<file path="src/design/bslc_pkg.sv">
package bslc_pkg;

  localparam int BUTTONS = 3;
  localparam int IDX_W = 2;
  localparam int CD_W = 10;
  localparam int HELD_W = 16;
  localparam int CFG_W = 16;
  localparam int CFG_IDX_W = 2;

  localparam logic [CFG_IDX_W-1:0] REG_DEBOUNCE = 2'd0;
  localparam logic [CFG_IDX_W-1:0] REG_PERIOD = 2'd1;
  localparam logic [CFG_IDX_W-1:0] REG_SHORT = 2'd2;
  localparam logic [CFG_IDX_W-1:0] REG_LONG = 2'd3;

  localparam int Q_DEPTH = 4;
  localparam int Q_AW = $clog2(Q_DEPTH);

  localparam logic KIND_SHORT = 1'b0;
  localparam logic KIND_LONG = 1'b1;

  typedef struct packed {
    logic [BUTTONS-1:0] hit;
    logic [BUTTONS-1:0] kind;
  } tick_rec_t;

endpackage

</file>
<file path="src/design/bslc_front.sv">
module bslc_front (
  input  logic                              clk,
  input  logic                              rst,
  input  logic                              accept,
  input  logic [bslc_pkg::BUTTONS-1:0]      raw_levels,
  input  logic                              cfg_we,
  input  logic [bslc_pkg::CFG_IDX_W-1:0]    cfg_index,
  input  logic [bslc_pkg::CFG_W-1:0]        cfg_data,
  output logic                              rec_push,
  output bslc_pkg::tick_rec_t               rec
);

  localparam int B = bslc_pkg::BUTTONS;
  localparam int CW = bslc_pkg::CD_W;
  localparam int HW = bslc_pkg::HELD_W;

  logic [7:0]    debounce_ticks;
  logic [CW-1:0] check_period_ticks;
  logic [HW-1:0] short_limit_ticks;
  logic [HW-1:0] long_limit_ticks;

  logic [B-1:0]  prev_raw, prev_raw_next;
  logic [CW-1:0] countdown [B];
  logic [CW-1:0] countdown_next [B];
  logic [B-1:0]  armed, armed_next;
  logic [B-1:0]  pressed, pressed_next;
  logic [HW-1:0] held [B];
  logic [HW-1:0] held_next [B];
  logic [B-1:0]  long_rep, long_rep_next;
  logic [B-1:0]  hit, kind;

  logic [CW-1:0] deb_load, per_load;

  assign deb_load = (debounce_ticks == 8'd0) ? CW'(1) : CW'(debounce_ticks);
  assign per_load = (check_period_ticks == '0) ? CW'(1) : check_period_ticks;

  always_comb begin
    logic [CW-1:0] cd_dec;
    logic [HW-1:0] h;
    for (int i = 0; i < B; i++) begin
      prev_raw_next[i] = prev_raw[i];
      countdown_next[i] = countdown[i];
      armed_next[i] = armed[i];
      pressed_next[i] = pressed[i];
      long_rep_next[i] = long_rep[i];
      hit[i] = 1'b0;
      kind[i] = bslc_pkg::KIND_SHORT;
      h = (pressed[i] && held[i] != '1) ? held[i] + HW'(1) : held[i];
      held_next[i] = h;
      cd_dec = (countdown[i] != '0) ? countdown[i] - CW'(1) : countdown[i];
      if (raw_levels[i] != prev_raw[i]) begin
        prev_raw_next[i] = raw_levels[i];
        countdown_next[i] = deb_load;
        armed_next[i] = 1'b1;
      end else if (armed[i]) begin
        countdown_next[i] = cd_dec;
        if (cd_dec == '0) begin
          if (raw_levels[i] != pressed[i]) begin
            if (raw_levels[i]) begin
              pressed_next[i] = 1'b1;
              held_next[i] = '0;
              long_rep_next[i] = 1'b0;
              countdown_next[i] = per_load;
              armed_next[i] = 1'b1;
            end else begin
              pressed_next[i] = 1'b0;
              armed_next[i] = 1'b0;
              if (!long_rep[i] && h < short_limit_ticks) begin
                hit[i] = 1'b1;
              end
            end
          end else if (pressed[i] && !long_rep[i]) begin
            if (h >= long_limit_ticks) begin
              long_rep_next[i] = 1'b1;
              hit[i] = 1'b1;
              kind[i] = bslc_pkg::KIND_LONG;
            end
            countdown_next[i] = per_load;
            armed_next[i] = 1'b1;
          end else begin
            armed_next[i] = 1'b0;
          end
        end
      end
    end
  end

  assign rec_push = accept && (hit != '0);
  assign rec.hit = hit;
  assign rec.kind = kind;

  always_ff @(posedge clk) begin
    if (rst) begin
      debounce_ticks <= 8'd20;
      check_period_ticks <= CW'(100);
      short_limit_ticks <= HW'(500);
      long_limit_ticks <= HW'(1000);
    end else if (cfg_we) begin
      unique case (cfg_index)
        bslc_pkg::REG_DEBOUNCE: debounce_ticks <= cfg_data[7:0];
        bslc_pkg::REG_PERIOD:   check_period_ticks <= cfg_data[CW-1:0];
        bslc_pkg::REG_SHORT:    short_limit_ticks <= cfg_data[HW-1:0];
        bslc_pkg::REG_LONG:     long_limit_ticks <= cfg_data[HW-1:0];
        default: ;
      endcase
    end
  end

  always_ff @(posedge clk) begin
    if (rst) begin
      prev_raw <= '0;
      armed <= '0;
      pressed <= '0;
      long_rep <= '0;
      for (int i = 0; i < B; i++) begin
        countdown[i] <= '0;
        held[i] <= '0;
      end
    end else if (accept) begin
      prev_raw <= prev_raw_next;
      armed <= armed_next;
      pressed <= pressed_next;
      long_rep <= long_rep_next;
      for (int i = 0; i < B; i++) begin
        countdown[i] <= countdown_next[i];
        held[i] <= held_next[i];
      end
    end
  end

endmodule

</file>
<file path="src/design/bslc_queue.sv">
module bslc_queue (
  input  logic                clk,
  input  logic                rst,
  input  logic                wr_en,
  input  bslc_pkg::tick_rec_t wr_rec,
  input  logic                rd_en,
  output bslc_pkg::tick_rec_t rd_rec,
  output logic                full,
  output logic                not_empty
);

  localparam int AW = bslc_pkg::Q_AW;

  bslc_pkg::tick_rec_t mem [bslc_pkg::Q_DEPTH];
  logic [AW-1:0] wr_ptr, rd_ptr;
  logic [AW:0]   count;
  logic          do_wr, do_rd;

  assign full = (count == (AW+1)'(bslc_pkg::Q_DEPTH));
  assign not_empty = (count != '0);
  assign do_wr = wr_en && !full;
  assign do_rd = rd_en && not_empty;
  assign rd_rec = mem[rd_ptr];

  always_ff @(posedge clk) begin
    if (do_wr) begin
      mem[wr_ptr] <= wr_rec;
    end
  end

  always_ff @(posedge clk) begin
    if (rst) begin
      wr_ptr <= '0;
      rd_ptr <= '0;
      count <= '0;
    end else begin
      if (do_wr) begin
        wr_ptr <= wr_ptr + AW'(1);
      end
      if (do_rd) begin
        rd_ptr <= rd_ptr + AW'(1);
      end
      if (do_wr && !do_rd) begin
        count <= count + (AW+1)'(1);
      end else if (do_rd && !do_wr) begin
        count <= count - (AW+1)'(1);
      end
    end
  end

endmodule

</file>
<file path="src/design/bslc_back.sv">
module bslc_back (
  input  logic                           clk,
  input  logic                           rst,
  input  logic                           q_not_empty,
  input  bslc_pkg::tick_rec_t            q_rec,
  output logic                           q_pop,
  input  logic                           pop,
  output logic                           empty,
  output logic [bslc_pkg::IDX_W-1:0]     button_index,
  output logic                           click_kind,
  output logic                           last_of_tick
);

  localparam int B = bslc_pkg::BUTTONS;

  logic [B-1:0] cur_hit, cur_kind, rem;
  logic [bslc_pkg::IDX_W-1:0] sel;
  logic found, emit, out_valid;

  always_comb begin
    sel = '0;
    found = 1'b0;
    for (int i = 0; i < B; i++) begin
      if (cur_hit[i] && !found) begin
        sel = bslc_pkg::IDX_W'(i);
        found = 1'b1;
      end
    end
  end

  assign rem = cur_hit & (cur_hit - B'(1));
  assign emit = found && (!out_valid || pop);
  assign q_pop = q_not_empty && (!found || (emit && rem == '0));
  assign empty = !out_valid;

  always_ff @(posedge clk) begin
    if (rst) begin
      cur_hit <= '0;
    end else if (q_pop) begin
      cur_hit <= q_rec.hit;
    end else if (emit) begin
      cur_hit <= rem;
    end
  end

  always_ff @(posedge clk) begin
    if (q_pop) begin
      cur_kind <= q_rec.kind;
    end
  end

  always_ff @(posedge clk) begin
    if (rst) begin
      out_valid <= 1'b0;
    end else if (emit) begin
      out_valid <= 1'b1;
    end else if (pop) begin
      out_valid <= 1'b0;
    end
  end

  always_ff @(posedge clk) begin
    if (emit) begin
      button_index <= sel;
      click_kind <= cur_kind[sel];
      last_of_tick <= (rem == '0);
    end
  end

endmodule

</file>
<file path="src/design/button_short_long_click_detector.sv">
// Each tick's clicks are worked out at once, as the tick is accepted.
// A tick may follow in every cycle while the four-entry click queue has room.
// The first click of a tick passes through the click queue, the back end's hit
// register and the result registers; further clicks of the same tick follow one per cycle while pop is held.
// Synchronous rst clears all button state and the click queue and restores the
// register defaults of 20, 100, 500 and 1000 ticks.
module button_short_long_click_detector (
  input  logic                               clk,
  input  logic                               rst,
  input  logic                               push,
  output logic                               full,
  input  logic [bslc_pkg::BUTTONS-1:0]       raw_levels,
  output logic                               empty,
  input  logic                               pop,
  output logic [bslc_pkg::IDX_W-1:0]         button_index,
  output logic                               click_kind,
  output logic                               last_of_tick,
  input  logic                               cfg_we,
  input  logic [bslc_pkg::CFG_IDX_W-1:0]     cfg_index,
  input  logic [bslc_pkg::CFG_W-1:0]         cfg_data
);

  bslc_pkg::tick_rec_t wr_rec, rd_rec;
  logic rec_push, q_pop, q_not_empty, accept;

  assign accept = push && !full;

  bslc_front u_front (
    .clk        (clk),
    .rst        (rst),
    .accept     (accept),
    .raw_levels (raw_levels),
    .cfg_we     (cfg_we),
    .cfg_index  (cfg_index),
    .cfg_data   (cfg_data),
    .rec_push   (rec_push),
    .rec        (wr_rec)
  );

  bslc_queue u_queue (
    .clk       (clk),
    .rst       (rst),
    .wr_en     (rec_push),
    .wr_rec    (wr_rec),
    .rd_en     (q_pop),
    .rd_rec    (rd_rec),
    .full      (full),
    .not_empty (q_not_empty)
  );

  bslc_back u_back (
    .clk          (clk),
    .rst          (rst),
    .q_not_empty  (q_not_empty),
    .q_rec        (rd_rec),
    .q_pop        (q_pop),
    .pop          (pop),
    .empty        (empty),
    .button_index (button_index),
    .click_kind   (click_kind),
    .last_of_tick (last_of_tick)
  );

endmodule
</file>
<file path="config.mk">
export PLATFORM = sky130hd
export DESIGN_NAME = button_short_long_click_detector
export DESIGN_NICKNAME = d
export VERILOG_FILES = /design/src/design/bslc_pkg.sv /design/src/design/bslc_front.sv /design/src/design/bslc_queue.sv /design/src/design/bslc_back.sv /design/src/design/button_short_long_click_detector.sv
export SDC_FILE = /design/constraint.sdc
export NUM_CORES = 1
export LEC_CHECK = 0
export ABC_CLOCK_PERIOD_IN_PS = 5600
export BUFFER_PORTS_ARGS = -buffer_cell sky130_fd_sc_hd__buf_4
export CAP_MARGIN = 20
export CORE_AREA = 2 2 166 168
export CTS_CLUSTER_SIZE = 14
export DETAILED_ROUTE_END_ITERATION = 16
export DIE_AREA = 0 0 168 170
export PLACE_DENSITY = 0.69
export SLEW_MARGIN = 0
export SYNTH_ARGS = -nofsm -noshare
export SYNTH_HDL_FRONTEND = slang
export SYNTH_SLANG_ARGS = --single-unit
</file>
<file path="constraint.sdc">
create_clock -name clk -period 5.6 [get_ports clk]
set_input_delay 0.56 -clock clk [delete_from_list [all_inputs] [get_ports clk]]
set_output_delay 0.56 -clock clk [all_outputs]
set_load 0.02 [all_outputs]
</file>
Yosys cells after proc, flatten, opt, wreduce, memory -nomap -nowiden
Memories as Yosys holds them, arrays and structs flattened. A register that Yosys moved wholly into a read port is not among the register bits.
Index checks and enable logic that the tools add are counted.
- flip-flop bits (word level): 80
- memories: 3
- RAM bits: 102
- input bits: 26
- equal/unequal tests: 16
- reduce and logical (&&, ||, !) cells: 66
- $lt $le $gt $ge: 7
- bitwise operators: 10
- add/sub/neg operators: 11
- multiplexer cells: 135
- memory list (name ; words ; bits a word ; read ports ; clocked after Yosys merged registers in ; write ports ; RTL line ; source):
    u_front.held ; 3 ; 16 ; 3 ; 0 ; 3 ; bslc_front.sv:27 ; logic [HW-1:0] held [B];
    u_front.countdown ; 3 ; 10 ; 3 ; 0 ; 3 ; bslc_front.sv:23 ; logic [CW-1:0] countdown [B];
    u_queue.mem ; 4 ; 6 ; 1 ; 1 ; 1 ; bslc_queue.sv:14 ; bslc_pkg::tick_rec_t mem [bslc_pkg::Q_DEPTH];
- operators by type and width (operator ; number):
    $mux 16 ; 21
    $mux 10 ; 25
    $mux 1 ; 80
    $add 16x1->16 const B ; 3
    $ge 16x16->1 ; 3
    $lt 16x16->1 ; 3
    $ne 16x16->1 const B ; 3
    $logic_not 10->1 ; 4
    $reduce_bool 10->1 ; 3
    $sub 10x1->10 const B ; 3
    $reduce_and 7->1 ; 3
    $logic_and 1x1->1 ; 20
    $reduce_bool 2->1 ; 9
    $reduce_and 5->1 ; 3
    $reduce_and 2->1 ; 7
    $mux 3 ; 4
    $logic_not 1->1 ; 10
    $logic_not 8->1 ; 1
    $mux 8 ; 1
    $mux 2 ; 3
    $ne 1x1->1 ; 6
    $ne 2x2->1 const B ; 3
    $or 1x1->1 ; 6
    $reduce_bool 3->1 ; 2
    other kinds (13) ; 19

Logic depth before layout (Yosys ltp)
An unclocked memory read counts as a cell.
- depth in word-level cells: 19
- gate-level depth with buffers: 22
- gate-level depth less buffers: 22

Cells and area by module
Synthesis repeated with hierarchy kept, for this count alone.
- cells, all modules: 1240
- area, all modules: 11718.7 µm²
- modules (own cells, without submodules) (module ; times used ; cells an instance ; area each (µm²) ; sequential area each (µm²)):
    bslc_front ; 1 ; 1119 ; 9887.0 ; 3583.4
    bslc_queue ; 1 ; 79 ; 1335.0 ; 900.9
    bslc_back ; 1 ; 41 ; 483.0 ; 290.3
    button_short_long_click_detector ; 1 ; 1 ; 13.8 ; 0.0

Worst setup path before layout
No wires, ideal clock.
- path kind: flip-flop to flip-flop
- start: memory u_front.held[0][32] (netlist bit)
- end: register u_queue.count[2]
- cell stages (with the launch flop): 22
- slack: 878 ps
- data required time: 5530 ps
- arrival time: 4651 ps
- period minus slack after synthesis: 4722 ps
- cells stage by stage: edfxtp_1 -> ha_1 -> nand4_1 -> nor4_1 -> nor2_1 -> nand4_1 -> or2_2 -> nor2_1 -> xor2_1 -> ha_1 -> a21o_1 -> a2111oi_0 -> nand2_1 -> o31a_1 -> nor4_4 -> o31a_4 -> ha_1 -> inv_1 -> fa_1 -> xor2_1 -> or3_1 -> a21oi_1
- RTL lines (element ; RTL line ; source):
    start: declaration ; bslc_front.sv:27 ;
    end signal: assignment ; bslc_queue.sv:44 ; count <= count + (AW+1)'(1);
    end signal: assignment ; bslc_queue.sv:46 ; count <= count - (AW+1)'(1);
    end: declaration ; bslc_queue.sv:16 ; logic [AW:0] count;

==> run_results.csv <==
group,metric,value,unit
cells_and_area,final_util,0.492,
routing,wl_per_cell,18.1,µm
synthesis,async_flop_share,0,
cells_and_area,final_common_cell,"nand2_1",
timing,max-slew-margin-rel,0.317,
cells_and_area,num_antenna_cells,0,
timing,setup_violations,0,
clocking,cts.sinks,184,
routing,vias,9752,
placed_design,place_inst,1627,
cells_and_area,fin_area,13100,µm²
grt,grt_pass1_vias,9216,
synthesis,synth-seq-area-share,0.401,
clocking,clk_pin_slew,80,ps
critical_path,crit_family,"simple AND/OR/NAND/NOR gates",
critical_path,path_cells,"ha_1 > nand3_1 > nor4_1 > nor2_1 > nand4_1 > nor3_1 > nor3b_1 > xor2_1 > ha_1 > a211oi_1 > nand2_1 > o311a_1 > a21oi_1 > o22ai_1 > and4_1 > o31a_4 > ha_1 > inv_1 > fa_1 > xor2_1 > or3_1 > a21oi_1",
synthesis,synth-simple-area-share,0.233,
timing,worst_pin_slew,1020,ps
timing,skew,15.1,ps
synthesis,synth_edf_count,109,
clocking,cts_buffers,17,
critical_path,reg2reg_slack,300,ps
outcome,status,"finished clean",
clocking,cts_resized,0,
grt,antenna_found_initial,0,
synthesis,synthMuxAreaShare,0.0332,
synthesis,synth_top_family_by_area,"simple AND/OR/NAND/NOR gates",
critical_path,cp-end-kind,"flop",
critical_path,cp_max_fo,5,
routing,ant_nets,0,
placed_design,port-buffer-count,31,
power_and_ir_drop,peakVddDrop,0.181,mV
synthesis,synth_fa_ha_area_frac,0.111,
synthesis,dominantRegCellSynth,"edfxtp_1",
placed_design,gp_congestion,0.943,
clocking,cts_setup_buffers,0,
grt,grt_use_total,0.216,
critical_path,critical_path.slowest_cell,"edfxtp_1",
timing,tns,0,ps
job,maxCapViolations,0,
clocking,clk_latency,440,ps
clocking,htreeDepth,4,
critical_path,worst-path-buf-inv,1,
critical_path,required,5970,ps
critical_path,r2r-start,"u_front.held[0][16]",
clocking,root_buffer,"clkbuf_16",
synthesis,synth_cell_types,84,
synthesis,syn_nets,1424,
placed_design,hpwlAfterDp,22600,µm
timing,finalMaxSlewViolations,0,
routing,remaining_drc_errors,0,
cells_and_area,nets,1439,
hold_path,min_from,"cfg_data[15]",
floorplan,ioPinCount,32,
cells_and_area,fin_cells,1662,
hold_path,worstHoldPathCells,3,
routing,drtIter0Drc,840,
cells_and_area,area_delta_synth_final,10.0,%
clocking,cts_tree,"built",
floorplan,rows,60,
timing,fin_crit,5300,ps
routing,drt-total-wl,30200,µm
floorplan,initial_core_util,0.447,
critical_path,critPathLaunchType,"flop",
timing,hold_viol_final,0,
synthesis,synth.avg_cell_area,9.22,µm²
critical_path,arrival,5680,ps
timing,rsz0062_at_grt,"false",
clocking,cts_buffer_depth,2,
power_and_ir_drop,power.total,4100,µW
cells_and_area,drive_gt1_frac,0.0931,
synthesis,yosysWarnings,0,
hold_path,hp-class,"input port to flop",
power_and_ir_drop,power_density,313,nW/µm²
timing,fin_crit_sh,0.947,
timing,max_freq,189,MHz
floorplan,design.core.area,26700,µm²
grt,grt_pass1_wl,48600,µm
critical_path,r2r_cells,22,
hold_path,min_to,"u_front.long_limit_ticks[15]",
critical_path,slowest_delay,430,ps
routing,vias_per_cell,5.87,
synthesis,ys_ff_latch,184,
grt,grt_overflow,0,
routing,firstDrtPassIters,5,
synthesis,synth-compound-area-share,0.142,
power_and_ir_drop,p_leak,0.00503,µW
floorplan,die_h,170,µm
critical_path,path_class,"flop to flop",
grt,grt_max_degree,83,
floorplan,dieArea,28600,µm²
synthesis,syn_area,11900,µm²
critical_path,rr_endpoint,"u_queue.count[2]",
critical_path,cp_common_cell,"ha_1",
critical_path,cp_num_cells,22,
placed_design,placed_cell_area,12500,µm²
clocking,cts_hold_buf,0,
floorplan,fp.dieW,168,µm
synthesis,syn-instance-count,1293,
cells_and_area,mostFrequentLayoutCells,"155 x nand2_1, 115 x nor2_1, 109 x edfxtp_1",
synthesis,synth_xor_area_frac,0.0434,
state kept, by name, summed over array words and instances, names as in the netlist, 3 cells and up, named ones only:
name	count
u_back.cur_kind	3
u_front.debounce_ticks	8
u_front.long_limit_ticks	16
u_front.armed	3
u_front.pressed	3
u_front.prev_raw	3
u_front.countdown	30
u_front.check_period_ticks	10
u_back.cur_hit	3
u_queue.mem	24
u_front.short_limit_ticks	16
u_front.held	48
u_queue.count	3
u_front.long_rep	3
cells in the mapped netlist, types with 3 or more instances:
cell	n	area [µm²]
o31a_1	3	26.3
inv_1	58	218
a31oi_1	15	93.8
or2_2	4	25.0
nand3_1	44	220
o21ai_0	52	260
o311ai_0	3	26.3
dfxtp_1	75	1500
mux4_2	6	135
and2_1	9	56.3
and4_1	4	35.0
a22oi_1	5	37.5
a21o_1	8	60.1
nand3b_1	14	105
a211o_1	11	96.3
a211oi_1	19	143
nor2b_1	55	344
and3_1	8	50.1
a221oi_1	5	43.8
o211ai_1	5	37.5
o31ai_1	9	67.6
xor2_1	25	219
or3_1	11	68.8
clkbuf_1	35	131
edfxtp_1	109	3270
nand2_1	155	582
xnor2_1	34	298
o21bai_1	5	37.5
mux2_2	6	67.6
nor4_1	11	68.8
nor4b_1	3	26.3
nand4_1	28	175
nor3_1	38	190
nor3b_1	8	60.1
or4_4	3	33.8
nor2_1	116	435
nand2b_1	13	81.3
buf_1	5	18.8
a21oi_1	98	490
mux2i_1	17	170
buf_2	8	40.0
ha_1	104	1300
worst max path at each step:
stage                              startpoint          endpoint  slack [ps]
after floorplan           u_front.held[0][32]  u_queue.count[2]         880
after global placement    u_front.held[0][32]  u_queue.count[2]         470
after detailed placement  u_front.held[0][32]  u_queue.count[2]         270
after CTS                 u_front.held[0][32]  u_queue.count[2]         260
after global routing      u_front.held[0][16]  u_queue.count[2]           6
final                     u_front.held[0][16]  u_queue.count[2]         300
per-layer routing:
layer  track usage  routed length [µm]
met3        0.0307                1680
met2         0.372               14600
met1         0.275               13000
met4        0.0836                 904
met5             0                   0
final cells by class:
cell class | instances | area [µm²]
clock buffers | 17 | 425
fillers | 2473 | 13500
repair buffers | 47 | 350
well taps | 341 | 427
multi-input cells | 1000 | 6720
inverters | 58 | 218
flip-flops and latches | 184 | 4770
clock inverters | 15 | 190
tightest hold or removal path, stage by stage:
cell	delay, ps
buf_4	110
nand2_1	50
a21oi_1	50
cell families after synthesis:
group / after synthesis
AND/OR/NAND/NOR: 542
multiplexers: 30
buffers and inverters: 109
XOR/XNOR: 59
AO/OA/AOI/OAI: 264
adder cells (fa/ha/maj): 105
flip-flops: 184
power by group:
| group | switching (µW) | internal [µW] | leakage, µW |
|---|---|---|---|
| logic | 623 | 434 | 0.00293 |
| registers | 186 | 1620 | 0.00180 |
| clock network | 624 | 612 | 0.000294 |
| total | 1430 | 2660 | 0.00503 |
through the flow:
| stage | hold WS (ps) | setup slack, ps |
|---|---|---|
| floorplan | 436 | 878 |
| global placement | 445 | 468 |
| detailed placement | 448 | 275 |
| CTS | 360 | 264 |
| global route | 367 | 6.44 |
| finish | 373 | 297 |
No activity file was read; power rests on OpenSTA's default activity.
